<file path="src/hdl/rau_pkg.sv">
// Shared types and codes for the rational arithmetic unit.
package rau_pkg;

  localparam logic [2:0] MODE_NORM = 3'd0;
  localparam logic [2:0] MODE_ADD  = 3'd1;
  localparam logic [2:0] MODE_SUB  = 3'd2;
  localparam logic [2:0] MODE_MUL  = 3'd3;
  localparam logic [2:0] MODE_DIV  = 3'd4;
  localparam logic [2:0] MODE_CMP  = 3'd5;

  localparam logic [1:0] ST_OK   = 2'd0;
  localparam logic [1:0] ST_ZDEN = 2'd1;
  localparam logic [1:0] ST_DIVZ = 2'd2;
  localparam logic [1:0] ST_OVF  = 2'd3;

  localparam logic [1:0] MUL_P1 = 2'd0;
  localparam logic [1:0] MUL_P2 = 2'd1;
  localparam logic [1:0] MUL_P3 = 2'd2;

  // Which fraction register a reduction reads and writes back.
  typedef enum logic [1:0] {
    SEL_A,
    SEL_B,
    SEL_R
  } rau_sel_e;

  typedef struct packed {
    logic [2:0]         mode;
    logic signed [31:0] a_num;
    logic signed [31:0] a_den;
    logic signed [31:0] b_num;
    logic [30:0]        b_den;
  } rau_in_t;

  typedef struct packed {
    logic signed [31:0] res_num;
    logic [30:0]        res_den;
    logic               is_less;
    logic               is_equal;
    logic [1:0]         status;
  } rau_out_t;

  typedef struct packed {
    logic       load;
    logic       red_load;
    logic       gcd_step;
    logic       div_init;
    logic       div_step;
    logic       red_store;
    logic       mul_en;
    logic [1:0] mul_idx;
    rau_sel_e   sel;
    logic       finish;
    logic [1:0] st_code;
  } rau_cmd_t;

  typedef struct packed {
    logic       a_den_zero;
    logic       b_den_zero;
    logic       b_num_zero;
    logic       gcd_done;
    logic       div_done;
    logic       red_ovf;
    logic [2:0] mode;
  } rau_stat_t;

endpackage

</file>
<file path="src/hdl/rau_ctrl.sv">
// Controller: sequences operand reduction, products, result reduction and output transfer.
module rau_ctrl (
  input  logic               clk_i,
  input  logic               rst_ni,
  input  logic               in_valid_i,
  output logic               in_stall_o,
  output logic               out_valid_o,
  input  logic               out_stall_i,
  input  rau_pkg::rau_stat_t stat_i,
  output rau_pkg::rau_cmd_t  cmd_o
);
  import rau_pkg::*;

  typedef enum logic [3:0] {
    S_IDLE, S_CHKA, S_RLD, S_GCD, S_DINIT, S_DIV, S_RST,
    S_CHKB, S_MUL0, S_MUL1, S_MUL2, S_FIN
  } state_e;

  state_e     state_q;
  rau_sel_e   ph_q;
  logic [1:0] st_q;
  logic       out_valid_q;
  logic       slot_free;

  assign slot_free   = !out_valid_q || !out_stall_i;
  assign in_stall_o  = (state_q != S_IDLE);
  assign out_valid_o = out_valid_q;

  always_comb begin
    cmd_o         = '0;
    cmd_o.sel     = ph_q;
    cmd_o.st_code = st_q;
    cmd_o.mul_idx = MUL_P1;
    case (state_q)
      S_IDLE:  cmd_o.load      = in_valid_i;
      S_RLD:   cmd_o.red_load  = 1'b1;
      S_GCD:   cmd_o.gcd_step  = 1'b1;
      S_DINIT: cmd_o.div_init  = 1'b1;
      S_DIV:   cmd_o.div_step  = 1'b1;
      S_RST:   cmd_o.red_store = 1'b1;
      S_MUL0:  cmd_o.mul_en    = 1'b1;
      S_MUL1: begin
        cmd_o.mul_en  = 1'b1;
        cmd_o.mul_idx = MUL_P2;
      end
      S_MUL2: begin
        cmd_o.mul_en  = 1'b1;
        cmd_o.mul_idx = MUL_P3;
      end
      S_FIN:   cmd_o.finish    = slot_free;
      default: ;
    endcase
  end

  always_ff @(posedge clk_i or negedge rst_ni) begin
    if (!rst_ni) begin
      state_q     <= S_IDLE;
      ph_q        <= SEL_A;
      st_q        <= ST_OK;
      out_valid_q <= 1'b0;
    end else begin
      if (out_valid_q && !out_stall_i && state_q != S_FIN) begin
        out_valid_q <= 1'b0;
      end
      case (state_q)
        S_IDLE: begin
          if (in_valid_i) begin
            st_q    <= ST_OK;
            state_q <= S_CHKA;
          end
        end
        S_CHKA: begin
          if (stat_i.a_den_zero) begin
            st_q    <= ST_ZDEN;
            state_q <= S_FIN;
          end else begin
            ph_q    <= SEL_A;
            state_q <= S_RLD;
          end
        end
        S_RLD:   state_q <= S_GCD;
        S_GCD:   if (stat_i.gcd_done) state_q <= S_DINIT;
        S_DINIT: state_q <= S_DIV;
        S_DIV:   if (stat_i.div_done) state_q <= S_RST;
        S_RST: begin
          if (stat_i.red_ovf) begin
            st_q    <= ST_OVF;
            state_q <= S_FIN;
          end else begin
            case (ph_q)
              SEL_A:   state_q <= (stat_i.mode == MODE_NORM) ? S_FIN : S_CHKB;
              SEL_B:   state_q <= S_MUL0;
              default: state_q <= S_FIN;
            endcase
          end
        end
        S_CHKB: begin
          if (stat_i.b_den_zero) begin
            st_q    <= ST_ZDEN;
            state_q <= S_FIN;
          end else begin
            ph_q    <= SEL_B;
            state_q <= S_RLD;
          end
        end
        S_MUL0: begin
          if (stat_i.mode == MODE_DIV && stat_i.b_num_zero) begin
            st_q    <= ST_DIVZ;
            state_q <= S_FIN;
          end else begin
            state_q <= S_MUL1;
          end
        end
        S_MUL1: state_q <= S_MUL2;
        S_MUL2: begin
          if (stat_i.mode == MODE_CMP) begin
            state_q <= S_FIN;
          end else begin
            ph_q    <= SEL_R;
            state_q <= S_RLD;
          end
        end
        S_FIN: begin
          if (slot_free) begin
            out_valid_q <= 1'b1;
            state_q     <= S_IDLE;
          end
        end
        default: state_q <= S_IDLE;
      endcase
    end
  end

`ifndef ASSERT_OFF
  a_finish_sets_valid: assert property (@(posedge clk_i) disable iff (!rst_ni)
    cmd_o.finish |=> out_valid_q)
    else $error("result not presented after finish");
  a_accept_starts: assert property (@(posedge clk_i) disable iff (!rst_ni)
    (in_valid_i && !in_stall_o) |=> (state_q == S_CHKA))
    else $error("accepted item did not start");
  a_one_cmd: assert property (@(posedge clk_i) disable iff (!rst_ni)
    $onehot0({cmd_o.load, cmd_o.red_load, cmd_o.gcd_step, cmd_o.div_step, cmd_o.finish}))
    else $error("conflicting datapath commands");
`endif

endmodule

</file>
<file path="config.mk">
export PLATFORM = sky130hd
export DESIGN_NAME = rau_ctrl
export DESIGN_NICKNAME = d
export VERILOG_FILES = /design/src/hdl/rau_pkg.sv /design/src/hdl/rau_ctrl.sv
export SDC_FILE = /design/constraint.sdc
export NUM_CORES = 1
export LEC_CHECK = 0
export BUFFER_PORTS_ARGS = -buffer_cell sky130_fd_sc_hd__buf_4
export CORE_UTILIZATION = 51
export CTS_BUF_LIST = sky130_fd_sc_hd__clkbuf_4 sky130_fd_sc_hd__clkbuf_8 sky130_fd_sc_hd__clkbuf_16
export DETAILED_ROUTE_END_ITERATION = 8
export PLACE_DENSITY_LB_ADDON = 0.2
export SYNTH_ARGS = -nofsm -noshare
export SYNTH_HDL_FRONTEND = slang
export SYNTH_SLANG_ARGS = --single-unit
</file>
<file path="constraint.sdc">
create_clock -name clk_i -period 2.5 [get_ports clk_i]
set_clock_uncertainty 0.1 [all_clocks]
set_input_delay 0.5 -clock clk_i [delete_from_list [all_inputs] [get_ports clk_i]]
set_output_delay 0.5 -clock clk_i [all_outputs]
set_load 0.005 [all_outputs]
</file>
Yosys cells after proc, flatten, opt, wreduce, memory -nomap -nowiden:

Index checks and enable logic that the tools add are counted.

* register bits: 9
* input port bits: 13
* logic and storage cells: 80

* equality and inequality tests: 26
* mux-type cells: 34
* reductions and logical operators: 16

Operator list (number)
* case mux 4 bit (12 select lines): 1
* two-way mux 4 bit: 9
* inequality test 2 bit (second input constant): 11
* two-way mux 2 bit: 9
* == test 4 x 3 -> 1 bit (second input constant): 4
* == test 4 bit (second input constant): 4
* two-way mux 1 bit: 11
* case mux 2 bit (5 select lines): 1
* == test 4 x 2 -> 1 bit (second input constant): 2
* case mux 4 bit (2 select lines): 1
* AND reduction 4 bit: 2
* == test 3 bit (second input constant): 2
* case mux 2 bit (3 select lines): 1
* AND reduction 6 bit: 1
* nonzero test 5 bit: 1
* == test 4 x 1 -> 1 bit (second input constant): 1
* zero test 4 bit: 1
* inequality test 4 bit (second input constant): 1
* case mux 2 bit (2 select lines): 1
* nonzero test 4 bit: 1
* logical AND 1 bit: 3
* zero test 3 bit: 1
* nonzero test 3 bit: 1
* OR reduction 3 bit: 1
* 4 further kinds: 5

Longest topological paths before layout:

Gate-level depths: netlist of the first run.

* depth after elaboration: 6
* gate-level depth with buffers: 6
* gate-level depth less buffers: 5

Worst setup path before layout of the first run:

OpenSTA, ideal clock, no wires.

* kind: register to register
* from: register state_q[2]
* to: register st_q[0]
* arrival time: 1.476 ns
* slack: 0.796 ns
* stages on the path, launching flop included: 6
* clock period less this slack: 1.704 ns
* path through: dfrtp_1 buf_6 or2_4 o22a_1 o32ai_2 mux2_1

* word-level cells in the longest chain between the ends: 3
* elaborated cells on any way between the ends: 13
* those cells by class: eq/ne: 9; mux: 1; reduce/logical: 3

RTL lines
* from (decl): RTL line rau_ctrl.sv:19 `state_e state_q;`
* from (signal assigned): RTL line rau_ctrl.sv:91 `SEL_A: state_q <= (stat_i.mode == MODE_NORM) ? S_FIN : S_CHKB;`
* == test 4 bit, or another cell as far along: RTL line rau_ctrl.sv:65 `case (state_q)`
* nonzero test 5 bit (no line) or inequality test 2 bit (tied branches)
* AND reduction 6 bit (no line)
* to (signal assigned): RTL line rau_ctrl.sv:59 `st_q <= ST_OK;`
* to (signal assigned): RTL line rau_ctrl.sv:68 `st_q <= ST_OK;`
* to (signal assigned): RTL line rau_ctrl.sv:74 `st_q <= ST_ZDEN;`
* to (decl): RTL line rau_ctrl.sv:21 `logic [1:0] st_q;`

Several ways; a longest one is shown, not always the timed one.
A chain may end at the register's enable or synchronous reset.

==> out/metrics.json, run 1 <==
{
  "global_route": {
    "grt_pass1_vias": 686,
    "grt_start_max_net_pins": 20,
    "grt_first_pass_wirelength_um": 2920,
    "global_route.usage.total": 0.276,
    "leftover_overflow_at_the_end_of_global_routing": 0,
    "grt_antenna_before_repair": 0
  },
  "place": {
    "hpwlAfterDp_um": 1590,
    "port-buffer-count": 28,
    "place.gp.congestion": 0.871,
    "place_ws_ns": 0.489
  },
  "die": {
    "coreArea_sq_um": 1330,
    "fp-row-count": 13,
    "floorplan.die.height_um": 40.3,
    "dieArea_sq_um": 1620,
    "io-pin-count": 29,
    "floorplan.initialDensity": 0.561,
    "die_w_um": 40.3
  },
  "logic_synthesis": {
    "yosys_warnings": 0,
    "yosys.area.top_type_share": 0.301,
    "ys_types": 37,
    "synth_nets": 112,
    "post-synth-top-area-cell": "dfrtp_1",
    "post_synth.cell_area_avg_sq_um": 7.56,
    "synth_area_leaders": "dfrtp_1 30%, nor2_1 8.0%, a21oi_1 6.0%, nor3_1 4.7%, nand2_1 4.0%",
    "yosysMostFrequentCell": "nor2_1",
    "synth-edff-count": 0,
    "synth-main-ff-cell": "dfrtp_1",
    "syn-instance-count": 99,
    "mappedNetlistArea_sq_um": 748,
    "synth_common_cells": "16 x nor2_1, 9 x a21oi_1, 9 x dfrtp_1",
    "async_flop_share": 1.00,
    "synth_sequential_area_ratio": 0.301,
    "yosys_register_bits": 9
  },
  "route": {
    "first_iter_violations": 57,
    "route.detailed.vias_per_inst": 6.04,
    "drc_errors": 0,
    "post_drt_wl_per_cell_um": 14.8,
    "vias": 857,
    "detail_route.first_pass.iterations": 4,
    "wirelength_um": 2100,
    "final_antenna_net_count": 0
  },
  "finish": {
    "syn_to_final_growth_pct": 32.3,
    "final-seq-area_sq_um": 225,
    "multi_input_comb_area_sq_um": 469,
    "layout.filler_cells": 112,
    "design.final.nets": 141,
    "antenna_cells_inserted": 0,
    "drive_gt1_frac": 0.307
  },
  "clocking": {
    "cts_tree": "yes",
    "cts_made_buffers": 3,
    "clock_pin_slew_on_the_worst_setup_and_hold_paths_ns": 0.06,
    "cts_htree_levels": 1,
    "clock_sink_count": 9,
    "cts_setup_buffers": 0,
    "buffer_depth_of_the_longest_clock_path": 2,
    "cts_root_buf": "clkbuf_4",
    "clock_latency_ns": 0.26
  },
  "job": {
    "cap_viol_max_count": 0
  },
  "critical_path": {
    "critical_path_class": "reg -> out",
    "regToRegStartpoint": "state_q[2]",
    "cp-startpoint": "state_q[0]",
    "worstPathMaxFanout": 17,
    "worst_setup_path_end_kind": "output pin",
    "startpoint_type": "register",
    "worstPathRequired_ns": 1.90,
    "worst_ep_arrival_time_ns": 1.67
  },
  "sta": {
    "final_period_minus_worst_setup_slack_ns": 2.27,
    "share_of_the_clock_period_used_by_the_worst_path_after_layout": 0.908,
    "grt_setup_unrepaired": "no",
    "drv_slew": 0,
    "slew-limit-headroom": 0.619,
    "timing_hold_violations_final": 0,
    "clock.fmax_mhz": 441,
    "setup_total_negative_slack_ns": 0,
    "worst_slack_ns": 0.230,
    "setup_viol": 0,
    "timing_worst_slew_pin_value_ns": 0.571
  },
  "outcome": {
    "status": "finished, final reports clean"
  },
  "pwr": {
    "switching_share": 0.457,
    "p_leak_nw": 0.479,
    "pwr-share-comb": 0.563,
    "sequentialPowerShare": 0.322,
    "net_switching_power_figure_uw": 493,
    "internal-power_uw": 586,
    "power-per-cell-area_nw_per_um2": 1090,
    "clock_power_share": 0.115,
    "vdd_drop_max_mv": 0.624
  },
  "worst_hold_path": {
    "hp-class": "in -> reg",
    "beginning_of_the_worst_hold_path": "stat_i[7]"
  }
}
## layer usage
layer,vias to the layer above,global-route usage,routed length (um)
li1,419,-,-
met1,390,0.344,889
met2,46,0.480,1030
met3,2,0.0889,170
met4,0,0.0250,6
met5,-,0,0
## cell families after synthesis
family / count (synthesis) / share of synthesized area
buffers and inverters: 10 / 0.0719
and+or+nand+nor: 49 / 0.346
muxes: 2 / 0.0301
DFF: 9 / 0.301
AOI/OAI and AO/OA: 29 / 0.251
## what timing repair did
action	4_1_cts	5_1_grt
hold buffers	1	0
hold endpoints to repair	9	0
resized for setup	0	0
## stage by stage
stage,std cells,total power [mW],instance area (sq um),utilization,hold slack [ns]
after floorplan,99,0.722,748,-,0.104
after global placement,137,0.937,950,0.712,0.223
after detailed placement,137,0.945,950,0.712,0.227
after CTS,142,1.07,990,0.742,0.356
after global routing,142,1.16,990,0.742,0.350
final,142,1.08,990,0.742,0.361
## cell usage in the layout (no fill, tap or decap), types with 3 or more instances in the layout
master | Yosys | final
buf_4 | 1 | 30
nor2_1 | 16 | 16
a21oi_1 | 9 | 9
dfrtp_1 | 9 | 9
nand2_1 | 8 | 8
nor3_1 | 7 | 7
o21ai_0 | 5 | 5
clkbuf_4 | 0 | 4
nand2b_1 | 3 | 3
o21ai_1 | 3 | 3
a21o_1 | 3 | 3
## power by group through the flow
stage / Sequential [mW] / Combinational [mW] / Clock, mW
floorplan: 0.248 / 0.474 / 0
global placement: 0.343 / 0.594 / 0
detailed placement: 0.343 / 0.602 / 0
CTS: 0.341 / 0.607 / 0.125
global route: 0.358 / 0.665 / 0.136
finish: 0.347 / 0.608 / 0.124
## final timing paths
| kind | depth (start not counted) | end | slack [ns] |
|---|---|---|---|
| min | 2 | ph_q[0] | 0.36 |
| max | 3 | cmd_o[2] | 0.23 |
| min reg2reg | 1 | st_q[1] | 0.40 |
| max reg2reg | 4 | st_q[0] | 0.48 |
| min in group asynchronous | 2 | st_q[1] | 0.49 |
| max in group asynchronous | 2 | state_q[2] | 1.68 |
## cell type report
| cell class | count | share of cell area |
|---|---|---|
| tap | 15 | 0.0190 |
| inverter | 3 | 0.0114 |
| sequential | 9 | 0.228 |
| multi-input combinational | 80 | 0.474 |
| timing repair buffer | 31 | 0.238 |
| clock buffer | 4 | 0.0303 |
## flip-flops by register name (all words and copies together) (netlist names)
| signal | flops |
|---|---|
| ph_q | 2 |
| st_q | 2 |
| state_q | 4 |
| out_valid_o | 1 |
## critical path, stage by stage (launching register included)
cell and delay, ns:
dfrtp_1 0.70, nand2_1 0.30, nor3b_1 0.26, buf_4 0.15
Note: power is estimated with default switching activity, not from simulation.
==> run 2: changes to the inputs <==
--- a/config.mk
+++ b/config.mk
@@ -5,7 +5,9 @@
 export SDC_FILE = /design/constraint.sdc
 export NUM_CORES = 1
 export LEC_CHECK = 0
+export ABC_AREA = 1
 export BUFFER_PORTS_ARGS = -buffer_cell sky130_fd_sc_hd__buf_4
+export CORE_MARGIN = 3
 export CORE_UTILIZATION = 51
 export CTS_BUF_LIST = sky130_fd_sc_hd__clkbuf_4 sky130_fd_sc_hd__clkbuf_8 sky130_fd_sc_hd__clkbuf_16
 export DETAILED_ROUTE_END_ITERATION = 8
==> out/metrics.json, run 2 <==
{
  "critical_path": {
    "critical_path.slowest_cell": "dfrtp_1",
    "reg2reg_to": "st_q[0]",
    "regToRegStartpoint": "state_q[1]",
    "worst_setup_path_end_kind": "output pin",
    "setup.reg_to_reg.worst_slack": {"value": 0.96, "unit": "ns", "change": "+0.48 ns"},
    "startpoint_type": "register",
    "critPathBufInv": {"value": 3, "change": "+2"},
    "critical_path_cell_count": {"value": 6, "change": "+3"},
    "worst_path_most_repeated_cell": "nor2_1",
    "worstPathRequired": {"value": 1.90, "unit": "ns", "change": "about the same"},
    "crit_path_cell_trace": "inv_2, nand2_1, nor2_1, inv_1, nor2_1, buf_4",
    "length_in_cells_of_the_worst_reg_to_reg_path": {"value": 8, "change": "+4"},
    "worst_ep_arrival_time": {"value": 1.39, "unit": "ns", "change": "-0.28 ns"},
    "worstPathMaxFanout": {"value": 4, "change": "-13"},
    "cp-startpoint": "state_q[2]",
    "cell_type_group_with_the_largest_total_delay_on_the_critical_path": "flip-flops",
    "crit_path_max_incr_delay": {"value": 0.45, "unit": "ns", "change": "-0.25 ns"},
    "worstSetupEndpoint": "cmd_o[2]",
    "critical_path_class": "reg -> out"
  },
  "global_route": {
    "leftover_overflow_at_the_end_of_global_routing": {"value": 0, "change": "unchanged"},
    "grt_pass1_vias": {"value": 832, "change": "+21%"},
    "grt_antenna_before_repair": {"value": 0, "change": "unchanged"},
    "use_met3": {"value": 0.0488, "change": "-0.0401"},
    "global_route.usage.total": {"value": 0.245, "change": "-0.0310"},
    "grt_first_pass_wirelength": {"value": 3550, "unit": "um", "change": "+22%"},
    "grt_start_max_net_pins": {"value": 10, "change": "-50%"},
    "grt_busiest_layer": "met2",
    "met2_usage": {"value": 0.398, "change": "-0.0816"},
    "met1_track_demand_over_resource": {"value": 0.319, "change": "-0.0244"}
  },
  "die": {
    "dieArea": {"value": 1990, "unit": "sq um", "change": "+23%"},
    "io-pin-count": {"value": 29, "change": "unchanged"},
    "coreArea": {"value": 1350, "unit": "sq um", "change": "+1.2%"},
    "fp-row-count": {"value": 13, "change": "unchanged"},
    "die_w": {"value": 44.7, "unit": "um", "change": "+11%"},
    "floorplan.die.height": {"value": 44.7, "unit": "um", "change": "+11%"},
    "floorplan.initialDensity": {"value": 0.564, "change": "+0.00344"}
  },
  "clocking": {
    "cts_made_buffers": {"value": 3, "change": "unchanged"},
    "cts_htree_levels": {"value": 1, "change": "unchanged"},
    "buffer_depth_of_the_longest_clock_path": {"value": 2, "change": "unchanged"},
    "clock_sink_count": {"value": 9, "change": "unchanged"},
    "cts_setup_buffers": {"value": 0, "change": "unchanged"},
    "clock_latency": {"value": 0.27, "unit": "ns", "change": "about the same"},
    "cts_root_buf": "clkbuf_4",
    "cts_resized": {"value": 0, "change": "unchanged"},
    "clock_pin_slew_on_the_worst_setup_and_hold_paths": {"value": 0.08, "unit": "ns", "change": "+0.02 ns"},
    "cts_tree": "yes"
  },
  "logic_synthesis": {
    "synth-main-ff-cell": "dfrtp_1",
    "yosys_warnings": {"value": 0, "change": "unchanged"},
    "post-synth-top-area-cell": "dfrtp_1",
    "post_synth.cell_area_avg": {"value": 5.91, "unit": "sq um", "change": "-22%"},
    "synth_area_leaders": "dfrtp_1 30%, nand2_1 22%, nand3_1 12%, inv_1 10%, nor2_1 8.4%",
    "mappedNetlistArea": {"value": 762, "unit": "sq um", "change": "+1.8%"},
    "async_flop_share": {"value": 1.00, "change": "unchanged"},
    "yosys.area.top_type_share": {"value": 0.296, "change": "-0.00544"},
    "ys_types": {"value": 15, "change": "-59%"},
    "synth_sequential_area_ratio": {"value": 0.296, "change": "-0.00544"},
    "yosys_register_bits": {"value": 9, "change": "unchanged"},
    "synth_common_cells": "44 x nand2_1, 21 x inv_1, 18 x nand3_1",
    "yosysMostFrequentCell": "nand2_1",
    "synth_nets": {"value": 142, "change": "+27%"},
    "syn-instance-count": {"value": 129, "change": "+30%"},
    "synth-edff-count": {"value": 0, "change": "unchanged"}
  },
  "sta": {
    "grt_setup_unrepaired": "no",
    "timing_worst_slew_pin_value": {"value": 0.259, "unit": "ns", "change": "-0.312 ns"},
    "share_of_the_clock_period_used_by_the_worst_path_after_layout": {"value": 0.796, "change": "-0.112"},
    "timing_hold_violations_final": {"value": 0, "change": "unchanged"},
    "clock.fmax": {"value": 503, "unit": "MHz", "change": "+14%"},
    "slew-limit-headroom": {"value": 0.827, "change": "+0.208"},
    "drv_slew": {"value": 0, "change": "unchanged"},
    "setup_total_negative_slack": {"value": 0, "unit": "ns", "change": "unchanged"},
    "worst_slack": {"value": 0.511, "unit": "ns", "change": "+0.281 ns"},
    "setup_viol": {"value": 0, "change": "unchanged"},
    "final_period_minus_worst_setup_slack": {"value": 1.99, "unit": "ns", "change": "-0.281 ns"}
  },
  "pwr": {
    "power-per-cell-area": {"value": 1040, "unit": "nW/um^2", "change": "-4.5%"},
    "vdd_drop_max": {"value": 0.669, "unit": "mV", "change": "+7.3%"},
    "p_leak": {"value": 0.667, "unit": "nW", "change": "+39%"}
  },
  "place": {
    "place.gp.congestion": {"value": 0.903, "change": "+3.6%"},
    "place_ws": {"value": 0.824, "unit": "ns", "change": "+0.335 ns"},
    "dpl-instance-area": {"value": 991, "unit": "sq um", "change": "+4.3%"},
    "hpwlAfterDp": {"value": 1660, "unit": "um", "change": "+4.5%"},
    "placed_cells_incl_taps": {"value": 172, "change": "+26%"},
    "port-buffer-count": {"value": 28, "change": "unchanged"}
  },
  "outcome": {
    "status": "finished, final reports clean"
  },
  "route": {
    "wirelength": {"value": 2080, "unit": "um", "change": "-0.91%"},
    "final_antenna_net_count": {"value": 0, "change": "unchanged"},
    "drc_errors": {"value": 0, "change": "unchanged"},
    "detail_route.first_pass.iterations": {"value": 5, "change": "+1"},
    "first_iter_violations": {"value": 50, "change": "-12%"},
    "post_drt_wl_per_cell": {"value": 11.7, "unit": "um", "change": "-21%"},
    "route.detailed.vias_per_inst": {"value": 5.27, "change": "-13%"},
    "vias": {"value": 933, "change": "+8.9%"}
  },
  "finish": {
    "largest_register_ff_count": {"value": 4, "change": "unchanged"},
    "drive_gt1_frac": {"value": 0.272, "change": "-0.0355"},
    "top_regs": "state_q: 4 flops, ph_q: 2 flops, st_q: 2 flops",
    "design_area": {"value": 1030, "unit": "sq um", "change": "+4.2%"},
    "mostFrequentLayoutCells": "44 x nand2_1, 28 x buf_4, 21 x inv_1, 18 x nand3_1, 17 x nor2_1",
    "design.final.nets": {"value": 176, "change": "+25%"},
    "final_cells": {"value": 177, "change": "+25%"},
    "layout.filler_cells": {"value": 119, "change": "+6.3%"},
    "top_register": "state_q",
    "final_common_cell": "nand2_1",
    "antenna_cells_inserted": {"value": 0, "change": "unchanged"},
    "syn_to_final_growth_pct": 35.3
  },
  "job": {
    "cap_viol_max_count": {"value": 0, "change": "unchanged"}
  },
  "worst_hold_path": {
    "hp-class": "reg -> reg"
  }
}
==> run 2: changes by cell type after synthesis, sizes merged, moves of 7 or more <==
cell   before  now
a21oi       9    1
inv         3   25
nand2       8   45
nand3       2   19
nor2       16   23
nor3        7    0
==> run 2: per-stage QoR <==
stage / util / power [mW] / hold WS [ns]
6_report: 0.764 / 1.07 / 0.377
5_1_grt: 0.764 / 1.19 / 0.398
4_1_cts: 0.764 / 1.07 / 0.379
3_5_place_dp: 0.734 / 0.937 / 0.232
3_3_place_gp: 0.734 / 0.916 / 0.229
2_1_floorplan: - / 0.707 / 0.104
==> run 2: worst min path at each step <==
stage | startpoint | endpoint | slack, ns | cells past startpoint
floorplan | rst_ni | out_valid_o | 0.10 | 0
CTS | st_q[1] | st_q[1] | 0.38 | 2
global route | out_stall_i | out_valid_o | 0.40 | 3
detailed placement | rst_ni | ph_q[0] | 0.23 | 1
global placement | rst_ni | ph_q[0] | 0.23 | 1
finish | st_q[0] | st_q[0] | 0.38 | 2
==> run 2: where the power goes <==
part / switching, mW / internal [mW] / total, mW
sequential: 0.0719 / 0.202 / 0.274
clock: 0.0581 / 0.0725 / 0.131
combinational: 0.399 / 0.270 / 0.669
==> run 2: cell type report <==
cell class,instances,area (sq um),area share
multi-input combinational,95,443,0.430
inverter,25,93.8,0.0910
clock buffer,4,30.0,0.0291
sequential,9,225,0.218
tap,15,18.8,0.0182
timing repair buffer,29,220,0.214
==> run 2: cells by family (layout without fill, tap and decap cells) <==
kind of cell | after synthesis | after routing | synth area share
simple gates | 89 | 89 | 0.539
buf+inv | 25 | 58 | 0.123
flops | 9 | 9 | 0.296
compound gates | 6 | 6 | 0.0427
==> run 2: what timing repair did <==
action	in CTS	in global routing
setup endpoints to repair	0	0
hold buffers	1	0
hold endpoints to repair	9	0
==> run 2: worst min-delay path, stage by stage, from the launching register on <==
cell,delay [ns]
dfrtp_1,0.34
nand2_1,0.06
nand2_1,0.05
==> run 2: per-layer routing <==
| layer | vias up | wire length (um) |
|---|---|---|
| met3 | 8 | 181 |
| met1 | 416 | 865 |
| li1 | 459 | - |
| met2 | 50 | 1010 |
| met5 | - | 0 |
| met4 | 0 | 24 |
==> run 3: changes to the inputs <==
--- a/config.mk
+++ b/config.mk
@@ -8,7 +8,7 @@
 export ABC_AREA = 1
 export BUFFER_PORTS_ARGS = -buffer_cell sky130_fd_sc_hd__buf_4
 export CORE_MARGIN = 3
-export CORE_UTILIZATION = 51
+export CORE_UTILIZATION = 43
 export CTS_BUF_LIST = sky130_fd_sc_hd__clkbuf_4 sky130_fd_sc_hd__clkbuf_8 sky130_fd_sc_hd__clkbuf_16
 export DETAILED_ROUTE_END_ITERATION = 8
 export PLACE_DENSITY_LB_ADDON = 0.2
==> constraint.sdc (replaced) <==
create_clock -name clk_i -period 1.8 [get_ports clk_i]
set_clock_uncertainty 0.1 [all_clocks]
set_input_delay 0.36 -clock clk_i [delete_from_list [all_inputs] [get_ports clk_i]]
set_output_delay 0.36 -clock clk_i [all_outputs]
set_load 0.005 [all_outputs]
==> out/metrics.json, run 3 (synthesis results as in run 2) <==
{
  "sta": {
    "timing_worst_slew_pin_value": {"value": 0.226, "unit": "ns", "change": "-0.0334 ns"},
    "final_period_minus_worst_setup_slack_ns": 1.74,
    "slew-limit-headroom": {"value": 0.849, "change": "+0.0223"},
    "setup_viol": {"value": 0, "change": "unchanged"},
    "clock.fmax_mhz": 573,
    "grt_setup_unrepaired": "yes",
    "drv_slew": {"value": 0, "change": "unchanged"},
    "setup_total_negative_slack": {"value": 0, "unit": "ns", "change": "unchanged"},
    "share_of_the_clock_period_used_by_the_worst_path_after_layout": 0.969,
    "timing_hold_violations_final": {"value": 0, "change": "unchanged"}
  },
  "clocking": {
    "cts_made_buffers": {"value": 3, "change": "unchanged"},
    "clock_pin_slew_on_the_worst_setup_and_hold_paths": {"value": 0.06, "unit": "ns", "change": "-0.02 ns"},
    "buffer_depth_of_the_longest_clock_path": {"value": 2, "change": "unchanged"},
    "clock_latency": {"value": 0.27, "unit": "ns", "change": "about the same"},
    "cts_root_buf": "clkbuf_4",
    "clock_sink_count": {"value": 9, "change": "unchanged"},
    "cts_tree": "yes",
    "cts_htree_levels": {"value": 1, "change": "unchanged"}
  },
  "global_route": {
    "met2_usage": {"value": 0.383, "change": "-0.0157"},
    "grt_start_max_net_pins": {"value": 10, "change": "unchanged"},
    "grt_antenna_before_repair": {"value": 0, "change": "unchanged"},
    "use_met3": {"value": 0.0701, "change": "+0.0213"},
    "leftover_overflow_at_the_end_of_global_routing": {"value": 0, "change": "unchanged"},
    "met1_track_demand_over_resource": {"value": 0.246, "change": "-0.0737"},
    "global_route.usage.total": {"value": 0.221, "change": "-0.0242"},
    "grt_busiest_layer": "met2",
    "grt_first_pass_wirelength": {"value": 3550, "unit": "um", "change": "unchanged"},
    "grt_pass1_vias": {"value": 870, "change": "+4.6%"}
  },
  "critical_path": {
    "startpoint_type": "register",
    "worst_ep_arrival_time": {"value": 1.28, "unit": "ns", "change": "-0.11 ns"},
    "worst_setup_path_end_kind": "output pin",
    "critical_path_class": "reg -> out",
    "worstPathMaxFanout": {"value": 6, "change": "+2"},
    "worstPathRequired": {"value": 1.34, "unit": "ns", "change": "-0.56 ns"}
  },
  "place": {
    "place.gp.congestion": {"value": 0.879, "change": "-2.7%"},
    "port-buffer-count": {"value": 28, "change": "unchanged"},
    "placed_cells_incl_taps": {"value": 181, "change": "+5.2%"},
    "hpwlAfterDp": {"value": 1740, "unit": "um", "change": "+5.1%"}
  },
  "route": {
    "vias": {"value": 932, "change": "-0.11%"},
    "detail_route.first_pass.iterations": {"value": 4, "change": "-1"},
    "drc_errors": {"value": 0, "change": "unchanged"},
    "final_antenna_net_count": {"value": 0, "change": "unchanged"},
    "first_iter_violations": {"value": 20, "change": "-60%"},
    "route.detailed.vias_per_inst": {"value": 4.98, "change": "-5.4%"},
    "post_drt_wl_per_cell": {"value": 11.3, "unit": "um", "change": "-3.5%"},
    "wirelength": {"value": 2120, "unit": "um", "change": "+2.0%"}
  },
  "pwr": {
    "power-per-cell-area": {"value": 1430, "unit": "nW/um^2", "change": "+37%"},
    "p_leak": {"value": 0.669, "unit": "nW", "change": "+0.40%"},
    "vdd_drop_max": {"value": 0.724, "unit": "mV", "change": "+8.1%"}
  },
  "worst_hold_path": {
    "hp-class": "in -> reg"
  },
  "finish": {
    "mostFrequentLayoutCells": "43 x nand2_1, 29 x buf_4, 21 x inv_1, 18 x nand3_1, 14 x nor2_1",
    "final_cells": {"value": 187, "change": "+5.6%"},
    "design.final.nets": {"value": 177, "change": "+0.57%"},
    "top_register": "state_q",
    "drive_gt1_frac": {"value": 0.325, "change": "+0.0535"},
    "finished_core_util": {"value": 0.677, "change": "-0.0863"},
    "largest_register_ff_count": {"value": 4, "change": "unchanged"},
    "top_regs": "state_q: 4 flops, ph_q: 2 flops, st_q: 2 flops",
    "syn_to_final_growth_pct": 41.7,
    "antenna_cells_inserted": {"value": 0, "change": "unchanged"},
    "final_common_cell": "nand2_1"
  },
  "die": {
    "floorplan.initialDensity": {"value": 0.478, "change": "-0.0864"},
    "die_w": {"value": 48.1, "unit": "um", "change": "+7.7%"},
    "floorplan.die.height": {"value": 48.1, "unit": "um", "change": "+7.7%"},
    "coreArea": {"value": 1590, "unit": "sq um", "change": "+18%"},
    "io-pin-count": {"value": 29, "change": "unchanged"},
    "dieArea": {"value": 2310, "unit": "sq um", "change": "+16%"},
    "fp-row-count": {"value": 14, "change": "+1"}
  },
  "outcome": {
    "status": "finished, final reports clean"
  },
  "job": {
    "cap_viol_max_count": {"value": 0, "change": "unchanged"}
  }
}
## run 3: routing by layer
metal / up-vias / wire length [um]
met5: - / 0
met4: 0 / 28
met3: 6 / 148
met2: 34 / 1070
met1: 421 / 876
li1: 471 / -
## run 3: metrics by stage
stage               power [mW]  instance area (sq um)  hold WS [ns]  worst slack (ns)
finish                    1.54                   1080         0.212            0.0563
global route              1.70                   1080         0.221           -0.0265
CTS                       1.49                   1050         0.210          -0.00901
detailed placement        1.29                   1000        0.0968             0.274
global placement          1.28                   1000        0.0942             0.297
floorplan                0.983                    762       -0.0356             0.426
## run 3: what timing repair did
item	4_1_cts	5_1_grt
setup buffers	0	1
pin swaps	0	2
cloned	0	0
setup endpoints to repair	2	7
hold buffers	1	0
endpoints found under the hold margin	9	0
resized for setup	3	8
## run 3: report_power, final
group	internal, mW	switching, mW	total [mW]	leakage (nW)
Clock	0.101	0.0786	0.179	0.0184
Combinational	0.396	0.567	0.962	0.539
Sequential	0.288	0.109	0.397	0.112
## run 3: path summary, 6_finish.rpt
path | slack, ns | end | cells past startpoint | startpoint
worst max-delay path | 0.06 | cmd_o[2] | 5 | state_q[1]
worst min-delay path | 0.21 | out_valid_o | 3 | out_stall_i
worst max register to register | 0.21 | st_q[1] | 8 | state_q[1]
worst min register to register | 0.37 | st_q[0] | 2 | st_q[0]
max in group asynchronous | 1.09 | state_q[1] | 2 | rst_ni
min in group asynchronous | 0.35 | ph_q[1] | 2 | rst_ni
## run 3: worst max-delay path: stages, from the launching register on
cell and delay, ns:
dfrtp_2 0.44, nand2_1 0.17, nor2_4 0.14, inv_1 0.06, nor2_1 0.09, buf_4 0.12
## run 3: layout make-up
type                    count  area, sq um
clock buffers               4         30.0
inverters                  25         93.8
flip-flops and latches      9          230
fillers                   151          514
multi-input cells          95          468
well taps                  24         30.0
repair buffers             30          228
